[src/blc_pkg.sv]
// ----------------------------------------------------------------------------
// blc_pkg
// shared widths, level codes, register indexes and threshold record for the
// battery level classifier
// ----------------------------------------------------------------------------
`timescale 1ns / 1ps
`default_nettype none

package blc_pkg;

  // field widths
  localparam int SAMPLE_W  = 12;
  localparam int THR_W     = 12;
  localparam int LEVEL_W   = 2;
  localparam int ACC_W     = 16;
  localparam int CNT_W     = 4;
  localparam int CFG_IDX_W = 2;
  localparam int S_TDATA_W = 16;
  localparam int M_TDATA_W = 16;

  // samples per block
  localparam int BLOCK_LEN_DEF = 10;

  // nominal thresholds and half band
  localparam int MID_NOMINAL = 2350;
  localparam int LOW_NOMINAL = 2240;
  localparam int BAND_HALF   = 15;

  // level codes
  localparam logic [LEVEL_W-1:0] LEVEL_LOW  = 2'd0;
  localparam logic [LEVEL_W-1:0] LEVEL_MID  = 2'd1;
  localparam logic [LEVEL_W-1:0] LEVEL_HIGH = 2'd2;

  // register indexes
  localparam logic [CFG_IDX_W-1:0] REG_HIGH_ENTER      = 2'd0;
  localparam logic [CFG_IDX_W-1:0] REG_MID_EXIT_UPPER  = 2'd1;
  localparam logic [CFG_IDX_W-1:0] REG_MID_ENTER_LOWER = 2'd2;
  localparam logic [CFG_IDX_W-1:0] REG_LOW_ENTER       = 2'd3;

  typedef struct packed {
    logic [THR_W-1:0] high_enter;
    logic [THR_W-1:0] mid_exit_upper;
    logic [THR_W-1:0] mid_enter_lower;
    logic [THR_W-1:0] low_enter;
  } thresh_t;

  localparam thresh_t THRESH_RESET = '{
    high_enter:      THR_W'(MID_NOMINAL + BAND_HALF),
    mid_exit_upper:  THR_W'(MID_NOMINAL - BAND_HALF),
    mid_enter_lower: THR_W'(LOW_NOMINAL + BAND_HALF),
    low_enter:       THR_W'(LOW_NOMINAL - BAND_HALF)
  };

endpackage

`default_nettype wire

[src/blc_classify.sv]
// ----------------------------------------------------------------------------
// blc_classify
// block sum to floor mean by reciprocal multiply, then level with hysteresis
// ----------------------------------------------------------------------------
`timescale 1ns / 1ps
`default_nettype none

module blc_classify import blc_pkg::*; #(
  parameter int BLOCK_LEN = BLOCK_LEN_DEF
) (
  input  wire logic [ACC_W-1:0]    sum,
  input  wire thresh_t             thresh,
  input  wire logic [LEVEL_W-1:0]  prev_level,
  output logic      [SAMPLE_W-1:0] average,
  output logic      [LEVEL_W-1:0]  level
);

  // exact floor division for any dividend below 2**ACC_W
  localparam int DIV_SHIFT = ACC_W + $clog2(BLOCK_LEN);
  localparam int MULT_W    = DIV_SHIFT + 1;
  localparam int PROD_W    = ACC_W + MULT_W;
  localparam logic [MULT_W-1:0] DIV_MULT =
    MULT_W'(((64'd1 << DIV_SHIFT) + 64'(BLOCK_LEN) - 64'd1) / 64'(BLOCK_LEN));

  logic [PROD_W-1:0] prod;

  assign prod    = PROD_W'(sum) * PROD_W'(DIV_MULT);
  assign average = prod[DIV_SHIFT +: SAMPLE_W];

  // first test that holds wins, dead band keeps the old level
  always_comb begin
    if (average >= thresh.high_enter) begin
      level = LEVEL_HIGH;
    end else if (average >= thresh.mid_enter_lower && average <= thresh.mid_exit_upper) begin
      level = LEVEL_MID;
    end else if (average <= thresh.low_enter) begin
      level = LEVEL_LOW;
    end else begin
      level = prev_level;
    end
  end

endmodule

`default_nettype wire

[src/battery_level_classifier_unit.sv]
// ----------------------------------------------------------------------------
// battery_level_classifier_unit
// averages blocks of battery adc samples and reports a hysteretic level
// ----------------------------------------------------------------------------
//
//  channel  | direction | handshake             | payload
//  ---------+-----------+-----------------------+-----------------------------
//  s_*      | in        | s_tvalid / s_tready   | s_tdata[11:0] sample
//  m_*      | out       | m_tvalid / m_tready   | m_tdata[1:0] level,
//           |           |                       | m_tdata[13:2] average
//  cfg_*    | in        | cfg_valid / cfg_ready | cfg_index, cfg_data[11:0]
//
//  one sample request per cycle is taken at full rate, but a request that closes
//  a block waits while the sum register is full and its result stalls; the
//  accumulator adder is the only per-sample loop; a block's closing request
//  passes the input register, accumulator/sum register and result register
//  rst is synchronous; it clears the block, sets level to high and loads the
//  default thresholds
//  a stalled result holds in the output register while samples that do not
//  close a block keep flowing in; cfg_ready is always high
// ----------------------------------------------------------------------------
`timescale 1ns / 1ps
`default_nettype none

module battery_level_classifier_unit import blc_pkg::*; #(
  parameter int BLOCK_LEN = BLOCK_LEN_DEF
) (
  input  wire logic                 clk,
  input  wire logic                 rst,
  // sample stream in
  input  wire logic                 s_tvalid,
  output logic                      s_tready,
  input  wire logic [S_TDATA_W-1:0] s_tdata,    // [11:0] sample
  // result stream out
  output logic                      m_tvalid,
  input  wire logic                 m_tready,
  output logic      [M_TDATA_W-1:0] m_tdata,    // [1:0] level, [13:2] average
  // threshold writes
  input  wire logic                 cfg_valid,
  output logic                      cfg_ready,
  input  wire logic [CFG_IDX_W-1:0] cfg_index,
  input  wire logic [THR_W-1:0]     cfg_data
);

  // input register
  logic                in_valid;
  logic [SAMPLE_W-1:0] in_sample;

  // running block state
  logic [ACC_W-1:0]    acc;
  logic [CNT_W-1:0]    count;
  logic [ACC_W-1:0]    acc_sum;
  logic                last_item;
  logic                consume;

  // closed block waiting for classification
  logic                sum_valid;
  logic [ACC_W-1:0]    sum_reg;
  logic                fire;

  // result register and level state
  logic [SAMPLE_W-1:0] out_avg;
  logic [LEVEL_W-1:0]  current_level;
  logic [SAMPLE_W-1:0] cls_avg;
  logic [LEVEL_W-1:0]  cls_level;

  thresh_t             thresh;

  // the request that closes a block needs a free sum register
  assign acc_sum   = acc + ACC_W'(in_sample);
  assign last_item = (count == CNT_W'(BLOCK_LEN - 1));
  assign fire      = sum_valid && (!m_tvalid || m_tready);
  assign consume   = in_valid && (!last_item || !sum_valid || fire);
  assign s_tready  = !in_valid || consume;
  assign cfg_ready = 1'b1;

  assign m_tdata   = {{(M_TDATA_W - SAMPLE_W - LEVEL_W){1'b0}}, out_avg, current_level};

  blc_classify #(
    .BLOCK_LEN (BLOCK_LEN)
  ) u_classify (
    .sum        (sum_reg),
    .thresh     (thresh),
    .prev_level (current_level),
    .average    (cls_avg),
    .level      (cls_level)
  );

  // control state
  always_ff @(posedge clk) begin
    if (rst) begin
      in_valid      <= 1'b0;
      acc           <= '0;
      count         <= '0;
      sum_valid     <= 1'b0;
      m_tvalid      <= 1'b0;
      current_level <= LEVEL_HIGH;
      thresh        <= THRESH_RESET;
    end else begin
      if (s_tready) begin
        in_valid <= s_tvalid;
      end

      if (consume) begin
        if (last_item) begin
          acc   <= '0;
          count <= '0;
        end else begin
          acc   <= acc_sum;
          count <= count + CNT_W'(1);
        end
      end

      if (consume && last_item) begin
        sum_valid <= 1'b1;
      end else if (fire) begin
        sum_valid <= 1'b0;
      end

      // level is state and output at once
      if (fire) begin
        m_tvalid      <= 1'b1;
        current_level <= cls_level;
      end else if (m_tready) begin
        m_tvalid <= 1'b0;
      end

      if (cfg_valid && cfg_ready) begin
        case (cfg_index)
          REG_HIGH_ENTER:      thresh.high_enter      <= cfg_data;
          REG_MID_EXIT_UPPER:  thresh.mid_exit_upper  <= cfg_data;
          REG_MID_ENTER_LOWER: thresh.mid_enter_lower <= cfg_data;
          REG_LOW_ENTER:       thresh.low_enter       <= cfg_data;
          default: begin
          end
        endcase
      end
    end
  end

  // payload registers
  always_ff @(posedge clk) begin
    if (s_tready && s_tvalid) begin
      in_sample <= s_tdata[SAMPLE_W-1:0];
    end
    if (consume && last_item) begin
      sum_reg <= acc_sum;
    end
    if (fire) begin
      out_avg <= cls_avg;
    end
  end

  // closing a block restarts the accumulator from zero
  a_block_restart: assert property (@(posedge clk) disable iff (rst)
    (consume && last_item) |=> (acc == '0 && count == '0 && sum_valid))
    else $error("block close did not restart accumulator");

  // a new result only appears after a closed block was waiting
  a_result_source: assert property (@(posedge clk) disable iff (rst)
    $rose(m_tvalid) |-> $past(sum_valid))
    else $error("result without a closed block");

  // the classified level is presented with its result
  a_level_out: assert property (@(posedge clk) disable iff (rst)
    fire |=> (m_tvalid && m_tdata[LEVEL_W-1:0] == $past(cls_level)))
    else $error("level not presented with result");

  // the open block never reaches its full length
  a_count_range: assert property (@(posedge clk) disable iff (rst)
    consume |=> (count < CNT_W'(BLOCK_LEN) || $past(count) == CNT_W'(BLOCK_LEN - 1)))
    else $error("sample count overran block length");

endmodule

`default_nettype wire
[config.mk]
export PLATFORM = sky130hd
export DESIGN_NAME = battery_level_classifier_unit
export DESIGN_NICKNAME = d
export VERILOG_FILES = /design/src/blc_pkg.sv /design/src/blc_classify.sv /design/src/battery_level_classifier_unit.sv
export SDC_FILE = /design/constraint.sdc
export NUM_CORES = 1
export LEC_CHECK = 0
export BUFFER_PORTS_ARGS = -buffer_cell sky130_fd_sc_hd__buf_2
export CORE_MARGIN = 5
export CORE_UTILIZATION = 34
export CTS_CLUSTER_DIAMETER = 150
export CTS_CLUSTER_SIZE = 8
export DETAILED_ROUTE_END_ITERATION = 8
export RECOVER_POWER = 50
export SLEW_MARGIN = 20
export SYNTH_ARGS = -nofsm -noshare
export SYNTH_HDL_FRONTEND = slang
export SYNTH_SLANG_ARGS = --single-unit
[constraint.sdc]
create_clock -name clk -period 8.19 [get_ports clk]
set_clock_uncertainty 0.15 [all_clocks]
set_input_delay 0.4095 -clock clk [delete_from_list [all_inputs] [get_ports clk]]
set_output_delay 0.4095 -clock clk [all_outputs]
set_load 0.05 [all_outputs]
==> results by stage, run 1 <==
Yosys:
- In this run the mean area of a mapped cell was 9.62 µm².
- The synthesized design contains 113 register bits.
- The fraction of registers with async set or reset after synthesis is 0%.
- In the synthesized netlist the dominant register cell turns out to be sky130_fd_sc_hd__dfxtp_1.
- Sequential elements use 26.3% of the synthesized area.
- The synthesized netlist occupies a cell area of 10,100 µm².
- In this run, synthesis inferred 40 flip-flops with an integrated enable.
- Synthesis produced 1,053 cells.
- The count of unique library cells instantiated by Yosys is 64.
- During synthesis, Yosys emitted a total of 0 warnings.

Clock network:
- The buffer count from post-CTS setup fixing is 0.
- The later pin in the worst-skew pair is clocked with a latency of 410 ps.
- The clock-pin slew of the registers on the worst-case setup and hold paths is 50 ps.
- The clock sink count is 113.
- The number of levels the H-tree was split into is 4.
- The root buffer cell is sky130_fd_sc_hd__clkbuf_16.
- The CTS buffer count is 17.
- No sink is reached through more buffers than the 2 on the longest clock path.
- The CTS tree is done.
- In this run, post-CTS repair resized a total of 0 instances.

Worst setup path:
- The maximum cell stage delay along the critical path is 540 ps.
- Along the worst path, the maximum fanout reaches 6.
- The library cell contributing the largest single delay on the critical path is sky130_fd_sc_hd__fa_1.
- The gate family responsible for the most delay along the worst path is adder cells.
- The type of the worst setup path is reg2reg.
- STA classifies the critical path endpoint as a flop.
- The endpoint required time on the critical path is 8340 ps.
- The logic depth of the worst path, buffers included is 24.
- In this design, the critical path's most frequently occurring cell is sky130_fd_sc_hd__fa_1.
- Traced cell by cell, the critical path runs through ha_1, inv_1, fa_1, fa_1, fa_1, fa_1, inv_1, fa_1, ha_1, nand2_1, o41ai_1, o31a_2, o21ai_1, o31ai_1, a21oi_1, xnor2_1, ha_1, nand4_1, nor2_1, a211oi_1, o21ai_0, o221ai_1, nand2b_1, a221o_1.
- Counting both buffers and inverters, the worst setup path holds a total of 2.
- The worst setup path is launched from a flop.
- Data arrives at the worst endpoint at 7870 ps.
- Measured in cells, the most critical reg-to-reg path has a length of 24.

Pwr:
- Dividing total power by cell area gives a power density of 127 nW/µm².
- Total power for the finished layout comes to 1.45 mW.
- The leakage power of the design is 5.53 nW.
- IR analysis of the VDD net gives a maximum drop of 0.126 mV.

Timing:
- The minimum clock period is 7730 ps.
- For the pin with the worst max-slew slack, the measured transition is 1060 ps.
- The headroom to the max-slew limit is 29.3%.
- Timing would allow up to 129 MHz.
- Setup total negative slack on the finished layout was measured at 0 ps.
- Of the available clock period, the critical path in the final layout requires 94.3%.
- The number of endpoints with negative hold slack in the final report came to 0.
- The number of max-slew violations in the final report is 0.
- The worst hold slack after final layout is 24.4 ps.
- Setup violations remaining at the end of the flow were counted as 0.
- Setup repair after global routing left no endpoint under its margin.

Finish:
- The post-layout net count is 1,419.
- 0 antenna diodes ended up in the layout.
- The commonest non-fill, non-tap cell in the layout is sky130_fd_sc_hd__inv_1.
- The finished cells cover 11,500 µm².
- The register with the most flip-flops in the layout has 48 of them.
- The synthesis-to-finish area growth is 13.1%.
- The final non-filler cell total is 1,521.
- The ratio of cells with drive above 1 in the final layout is 8.22%.
- The fill cell instance count of the final layout is 2,961.
- Leaving out fill and tap cells, the most frequent cells in the layout are sky130_fd_sc_hd__inv_1 (208), sky130_fd_sc_hd__ha_1 (185), sky130_fd_sc_hd__fa_1 (81).

Detailed routing:
- Detailed routing inserted a total of 7,134 vias.
- The first routing iteration left 382 violations.
- The final antenna-violating net count is 0.
- The total DRC errors in the routed layout is 0.
- The first TritonRoute pass finished after 5 iterations.
- The post-detailed-route wirelength per cell is 14.6 µm.
- The detailed-route vias per instance is 4.69.
- The total routed wirelength is 22.1 mm.

Placement:
- At the end of routability-driven placement, the weighted congestion stood at 0.874.
- In this run the tool buffered the top-level ports with 46 buffer cells.
- The instance area after placement is 10,900 µm².
- The half-perimeter wire length after placement is 17.8 mm.
- The cell count after placement is 1,483.

Floorplan:
- The starting density of the core is 34.3%.
- The die outline area is 33,400 µm².
- For this design the top-level I/O count stands at 54.
- The core footprint is 29,600 µm².
- The die height is 183 µm.
- The standard-cell row count is 63.
- The floorplan die width is 183 µm.

Global routing:
- The wire length of the first global-routing pass is 36.9 mm.
- Entering global routing, the biggest net connects 77 pins.
- The global routing usage summed across all routing layers is 13.8%.
- The number of global-route vias before repair is 7,209.
- The total overflow left after global routing is 0.
- The initial antenna violation count is 0.

Worst hold path:
- The worst hold path belongs to the class in2reg.
- Counting instances, the worst hold path has a depth of 1.

Flow run:
- The number of maximum-capacitance violations is 0.

Run status:
- The flow ran to the end, and the final reports show no timing, DRC or antenna violations.
==> path summary, 6_finish.rpt <==
| kind | startpoint | end | slack (ps) |
|---|---|---|---|
| min reg2reg | thresh[2] | thresh[2] | 300 |
| max | sum_reg[4] | current_level[1] | 460 |
| min | s_tdata[10] | in_sample[10] | 20 |
| max reg2reg | sum_reg[4] | current_level[1] | 460 |
==> Yosys cell counts, types with 3 or more instances <==
master	count	share of area [%]
sky130_fd_sc_hd__inv_1	208	7.7
sky130_fd_sc_hd__ha_1	185	23
sky130_fd_sc_hd__fa_1	81	16
sky130_fd_sc_hd__nand2_1	75	2.8
sky130_fd_sc_hd__dfxtp_1	73	14
sky130_fd_sc_hd__nor2_1	67	2.5
sky130_fd_sc_hd__a21oi_1	57	2.8
sky130_fd_sc_hd__edfxtp_1	40	12
sky130_fd_sc_hd__xnor2_1	26	2.2
sky130_fd_sc_hd__a21o_1	24	1.8
sky130_fd_sc_hd__o21ai_0	23	1.1
sky130_fd_sc_hd__a211o_1	17	1.5
sky130_fd_sc_hd__clkbuf_1	17	0.63
sky130_fd_sc_hd__nand3b_1	12	0.89
sky130_fd_sc_hd__nand4_1	12	0.74
sky130_fd_sc_hd__nor2b_1	11	0.68
sky130_fd_sc_hd__o21a_1	10	0.74
sky130_fd_sc_hd__xor2_1	10	0.86
sky130_fd_sc_hd__a211oi_1	9	0.67
sky130_fd_sc_hd__a22oi_1	9	0.67
sky130_fd_sc_hd__nand3_1	9	0.44
sky130_fd_sc_hd__nor3_1	8	0.40
sky130_fd_sc_hd__nand2b_1	6	0.37
sky130_fd_sc_hd__a31oi_1	4	0.25
sky130_fd_sc_hd__and3_1	4	0.25
sky130_fd_sc_hd__o211ai_1	4	0.30
sky130_fd_sc_hd__or3_1	4	0.25
sky130_fd_sc_hd__buf_4	3	0.22
sky130_fd_sc_hd__nor3b_1	3	0.22
==> through the flow <==
stage	utilization, %	worst slack (ps)
after floorplan	-	1180
after global placement	36.8	557
after detailed placement	36.8	488
after CTS	38.9	439
after global routing	38.8	12.7
final	38.8	463
==> cells by family after synthesis <==
logic type | count (synthesis) | synth area share, %
flops | 113 | 26.3
xor+xnor | 36 | 3.11
other cells | 2 | 0.0741
compound gates | 184 | 12.6
buf+inv | 231 | 8.76
simple gates | 221 | 10.4
fa+ha+maj | 266 | 38.8
==> final cells by class <==
type                       instances  area (µm²)  area share [%]
sequential                       113        2660            23.2
inverter                         208         781            6.81
tap                              390         488            4.26
clock buffer                      23         500            4.37
timing repair buffer              68         393            3.43
multi-input combinational        710        6590            57.5
clock inverter                     9        52.6           0.458
==> what timing repair did <==
| action | in CTS | in global routing |
|---|---|---|
| endpoints found under the hold margin | 6 | 0 |
| hold buffers | 6 | 0 |
| endpoints found under the setup margin | 0 | 0 |
==> power by group <==
group          switching [mW]  internal [mW]
Combinational          0.0837         0.0598
Sequential            0.00963          0.604
Clock                   0.268          0.428
==> metal layers <==
layer | vias up | wire [µm] | part of all wire [%] | track usage [%]
li1 | 3650 | - | - | -
met1 | 3380 | 10800 | 49 | 19.0
met2 | 88 | 10600 | 48 | 23.2
met3 | 16 | 546 | 2.5 | 1.89
met4 | 0 | 209 | 0.94 | 3.06
met5 | - | 0 | 0 | 0
Note: power is estimated with default switching activity, not from simulation.
==> inputs of run 2 (changes only) <==
Clock period 8.19 ns to 7.07 ns, I/O delays scaled along.
==> run 2 against run 1 <==
Compared with the run above:
- count of clock-buffer cells in the layout is 3 lower
- critical endpoint unchanged
- design area is 9.9% higher
- register-to-register slack worse by 400 ps
- global-route usage up 0.91 points
- fmax up 10%
- sequential cell count unchanged
- largest cell class unchanged
- highest routed layer unchanged
- first-iteration DRC count fell by 7.1%
- wire length grew 10%
- core utilization increased by 3.9 points
- critical path depth up 3
==> results by stage, run 2 (synthesized netlist as in run 1, its figures left out) <==
Floorplan:
- The standard-cell row count came to 63 (unchanged).
- The starting density of the core was 34.3% (unchanged).
- The number of top-level pins is 54 (unchanged).
- The core footprint is 29,600 µm² (unchanged).
- The die outline area is 33,400 µm² (unchanged).
- The die height came to 183 µm (unchanged).
- The floorplan die width is 183 µm (unchanged).

Finish:
- The synthesis-to-finish area growth is 24.4%.
- The fill cell instance count of the final layout is 2,862 (-3.3%).
- The library cells used most frequently in the layout, excluding fill and tap cells, are sky130_fd_sc_hd__inv_1 (204), sky130_fd_sc_hd__ha_1 (176), sky130_fd_sc_hd__buf_4 (92).
- The ratio of cells with drive above 1 in the final layout is 19.7% (+11 points).
- The cell area after layout is 12,600 µm² (+9.9%).
- The number of flip-flops under the largest register name is 48 (unchanged).
- The library cell used most frequently in the layout, excluding fill and tap cells, is sky130_fd_sc_hd__inv_1.
- The post-layout net count is 1,507 (+6.2%).
- The antenna cell count came to 0 (unchanged).

Worst setup path:
- The largest fanout on the critical path is 3 (-3).
- The arrival time reported for the critical path endpoint is 7160 ps (-710 ps).
- The type of the worst setup path is reg2reg.
- The most frequent cell on the critical path is sky130_fd_sc_hd__fa_1.
- The gate family responsible for the most delay along the worst path is adder cells.
- The type of element capturing the critical path is a flop.
- The critical path launch point type is a flop.
- The endpoint required time on the critical path is 7220 ps (-1120 ps).
- The library cell contributing the largest single delay on the critical path is sky130_fd_sc_hd__fa_1.
- The number of buffers and inverters on the critical path came to 6 (+4).
- The maximum cell stage delay along the critical path is 550 ps (about the same).

Timing:
- The headroom to the max-slew limit came to 38.5% (+9.3 points).
- The highest clock rate is 143 MHz (+10%).
- The worst hold slack after final layout is 44.2 ps (+19.8 ps).
- The minimum clock period is 7010 ps (-721 ps).
- The worst-margin pin slew came to 921 ps (-140 ps).
- Setup repair after global routing could not meet its margin everywhere.
- The slack of the critical path was 64.6 ps (-399 ps).
- The number of max-slew violations in the final report is 0 (unchanged).
- The number of endpoints with negative hold slack in the final report is 0 (unchanged).
- The number of setup violations in the final report is 0 (unchanged).
- The portion of the clock cycle consumed by the worst path in the final layout was 99.1% (+4.7 points).
- The setup TNS after final layout is 0 ps (unchanged).

Run status:
- The run finished with clean final reports.

Pwr:
- The portion of total power attributed to sequential cells was 40.9% (-1.4 points).
- The leakage power of the design was 6.10 nW (+10%).
- The power density relative to cell area is 138 nW/µm² (+8.9%).
- The clock share of power is 48.9% (+1.0 points).
- The fraction of power spent switching nets is 23.9% (-0.94 points).
- The overall power consumption came to 1.74 mW (+20%).
- The worst vdd rail ir drop is 0.196 mV (+56%).
- The total net switching power is 416 µW (+15%).
- The combinational cell fraction of total power was 10.2% (+0.3 points).
- The internal power contribution is 1.32 mW (+21%).

Placement:
- The number of input and output port buffers inserted came to 46 (unchanged).
- The half-perimeter wire length after placement is 19.3 mm (+8.6%).
- The instance area after placement was 11,400 µm² (+4.7%).
- The setup slack at placement came to -447 ps (-935 ps).
- The final estimated routing congestion in global placement came to 0.899 (+2.8%).

Clock network:
- The clock sink count is 113 (unchanged).
- The number of levels the H-tree was split into is 4 (unchanged).
- TritonCTS built the clock tree.
- CTS placed an instance of sky130_fd_sc_hd__clkbuf_16 at the clock tree root.
- The later-pin clock latency in the skew report was 420 ps (about the same).
- The maximum clock path buffer count came to 2 (unchanged).
- The CTS buffer count came to 17 (unchanged).
- The clock-pin slew of the registers on the worst-case setup and hold paths is 50 ps (about the same).

Detailed routing:
- The DRC violation total after the first TritonRoute iteration is 355 (-7.1%).
- The final antenna-violating net count is 0 (unchanged).
- The via total after detailed routing is 7,548 (+5.8%).
- The post-detailed-route wirelength per cell is 15.2 µm (+4.1%).
- The first-pass detailed-route iteration total was 5 (unchanged).
- The total routed wirelength came to 24.4 mm (+10%).
- The detailed-route vias per instance is 4.69 (about the same).
- The total DRC errors in the routed layout was 0 (unchanged).

Global routing:
- The global routing usage summed across all routing layers came to 14.7% (+0.91 points).
- The number of global-route vias before repair came to 7,937 (+10%).
- The initial antenna violation count is 0 (unchanged).
- The wire length of the first global-routing pass is 39.7 mm (+7.6%).
- The residual overflow from global routing is 0 (unchanged).
- The largest net degree at the start of global routing is 77 (unchanged).

Flow run:
- The number of maximum-capacitance violations came to 0 (unchanged).

Worst hold path:
- The type of the most critical hold path is in2reg.
## run 2: layout make-up
cell class | instances | area, µm² | share of cell area (%)
Clock buffer | 20 | 437 | 3.46
Clock inverter | 12 | 140 | 1.11
Inverter | 208 | 781 | 6.19
Multi-Input combinational cell | 710 | 6990 | 55.4
Sequential cell | 113 | 2660 | 21.1
Tap cell | 390 | 488 | 3.87
Timing Repair Buffer | 156 | 1110 | 8.80
## run 2: power by group through the flow
stage / Clock [mW] / Sequential (mW) / Combinational (mW)
5_1_grt: 0.906 / 0.714 / 0.198
2_1_floorplan: 0 / 0.721 / 0.125
3_3_place_gp: 0 / 0.724 / 0.162
3_5_place_dp: 0 / 0.725 / 0.165
4_1_cts: 0.870 / 0.711 / 0.174
6_report: 0.851 / 0.712 / 0.177
## run 2: worst reg2reg max path: stages, from the launching register on
cell and delay, ps:
sky130_fd_sc_hd__edfxtp_1 430, sky130_fd_sc_hd__ha_1 350, sky130_fd_sc_hd__inv_1 80, sky130_fd_sc_hd__fa_1 510, sky130_fd_sc_hd__inv_2 40, sky130_fd_sc_hd__fa_1 550, sky130_fd_sc_hd__fa_1 430, sky130_fd_sc_hd__fa_1 510
sky130_fd_sc_hd__inv_2 40, sky130_fd_sc_hd__fa_1 550, sky130_fd_sc_hd__inv_2 50, sky130_fd_sc_hd__ha_4 260, sky130_fd_sc_hd__nand4_1 160, sky130_fd_sc_hd__o41ai_2 240, sky130_fd_sc_hd__o31a_2 290, sky130_fd_sc_hd__o21ai_4 100
sky130_fd_sc_hd__o31ai_4 190, sky130_fd_sc_hd__buf_4 170, sky130_fd_sc_hd__xnor2_4 80, sky130_fd_sc_hd__buf_4 160, sky130_fd_sc_hd__ha_1 330, sky130_fd_sc_hd__nand4_1 140, sky130_fd_sc_hd__nor2_2 60, sky130_fd_sc_hd__a211oi_2 250
sky130_fd_sc_hd__o21ai_2 90, sky130_fd_sc_hd__o221ai_2 200, sky130_fd_sc_hd__nand2b_1 150, sky130_fd_sc_hd__a221o_1 360
## run 2: path summary, 6_finish.rpt
kind | from | end | slack, ps | depth (start not counted)
max | sum_reg[7] | current_level[1] | 60 | 27
min | s_tvalid | in_valid | 40 | 3
max reg2reg | sum_reg[7] | current_level[1] | 60 | 27
min reg2reg | thresh[6] | thresh[6] | 300 | 2
## run 2: metal layers
metal	GRT usage (%)	wire, µm	vias up	part of all wire (%)
met5	0	0	-	0
met4	3.99	378	0	1.5
met3	2.45	900	25	3.7
met2	25.2	11900	116	49
met1	19.3	11200	3586	46
li1	-	-	3821	-
## run 2: timing repair
| action | 4_1_cts | 5_1_grt |
|---|---|---|
| hold buffers | 12 | 0 |
| setup endpoints to repair | 2 | 2 |
| buffers inserted | 6 | 9 |
| gates resized for setup | 28 | 54 |
| endpoints found under the hold margin | 12 | 0 |
| pin swaps | 21 | 31 |
## run 2: per-stage QoR
step / cells / utilization [%]
2_1_floorplan: 1054 / -
3_3_place_gp: 1551 / 38.5
3_5_place_dp: 1551 / 38.5
4_1_cts: 1601 / 41.5
5_1_grt: 1609 / 42.6
6_report: 1609 / 42.6
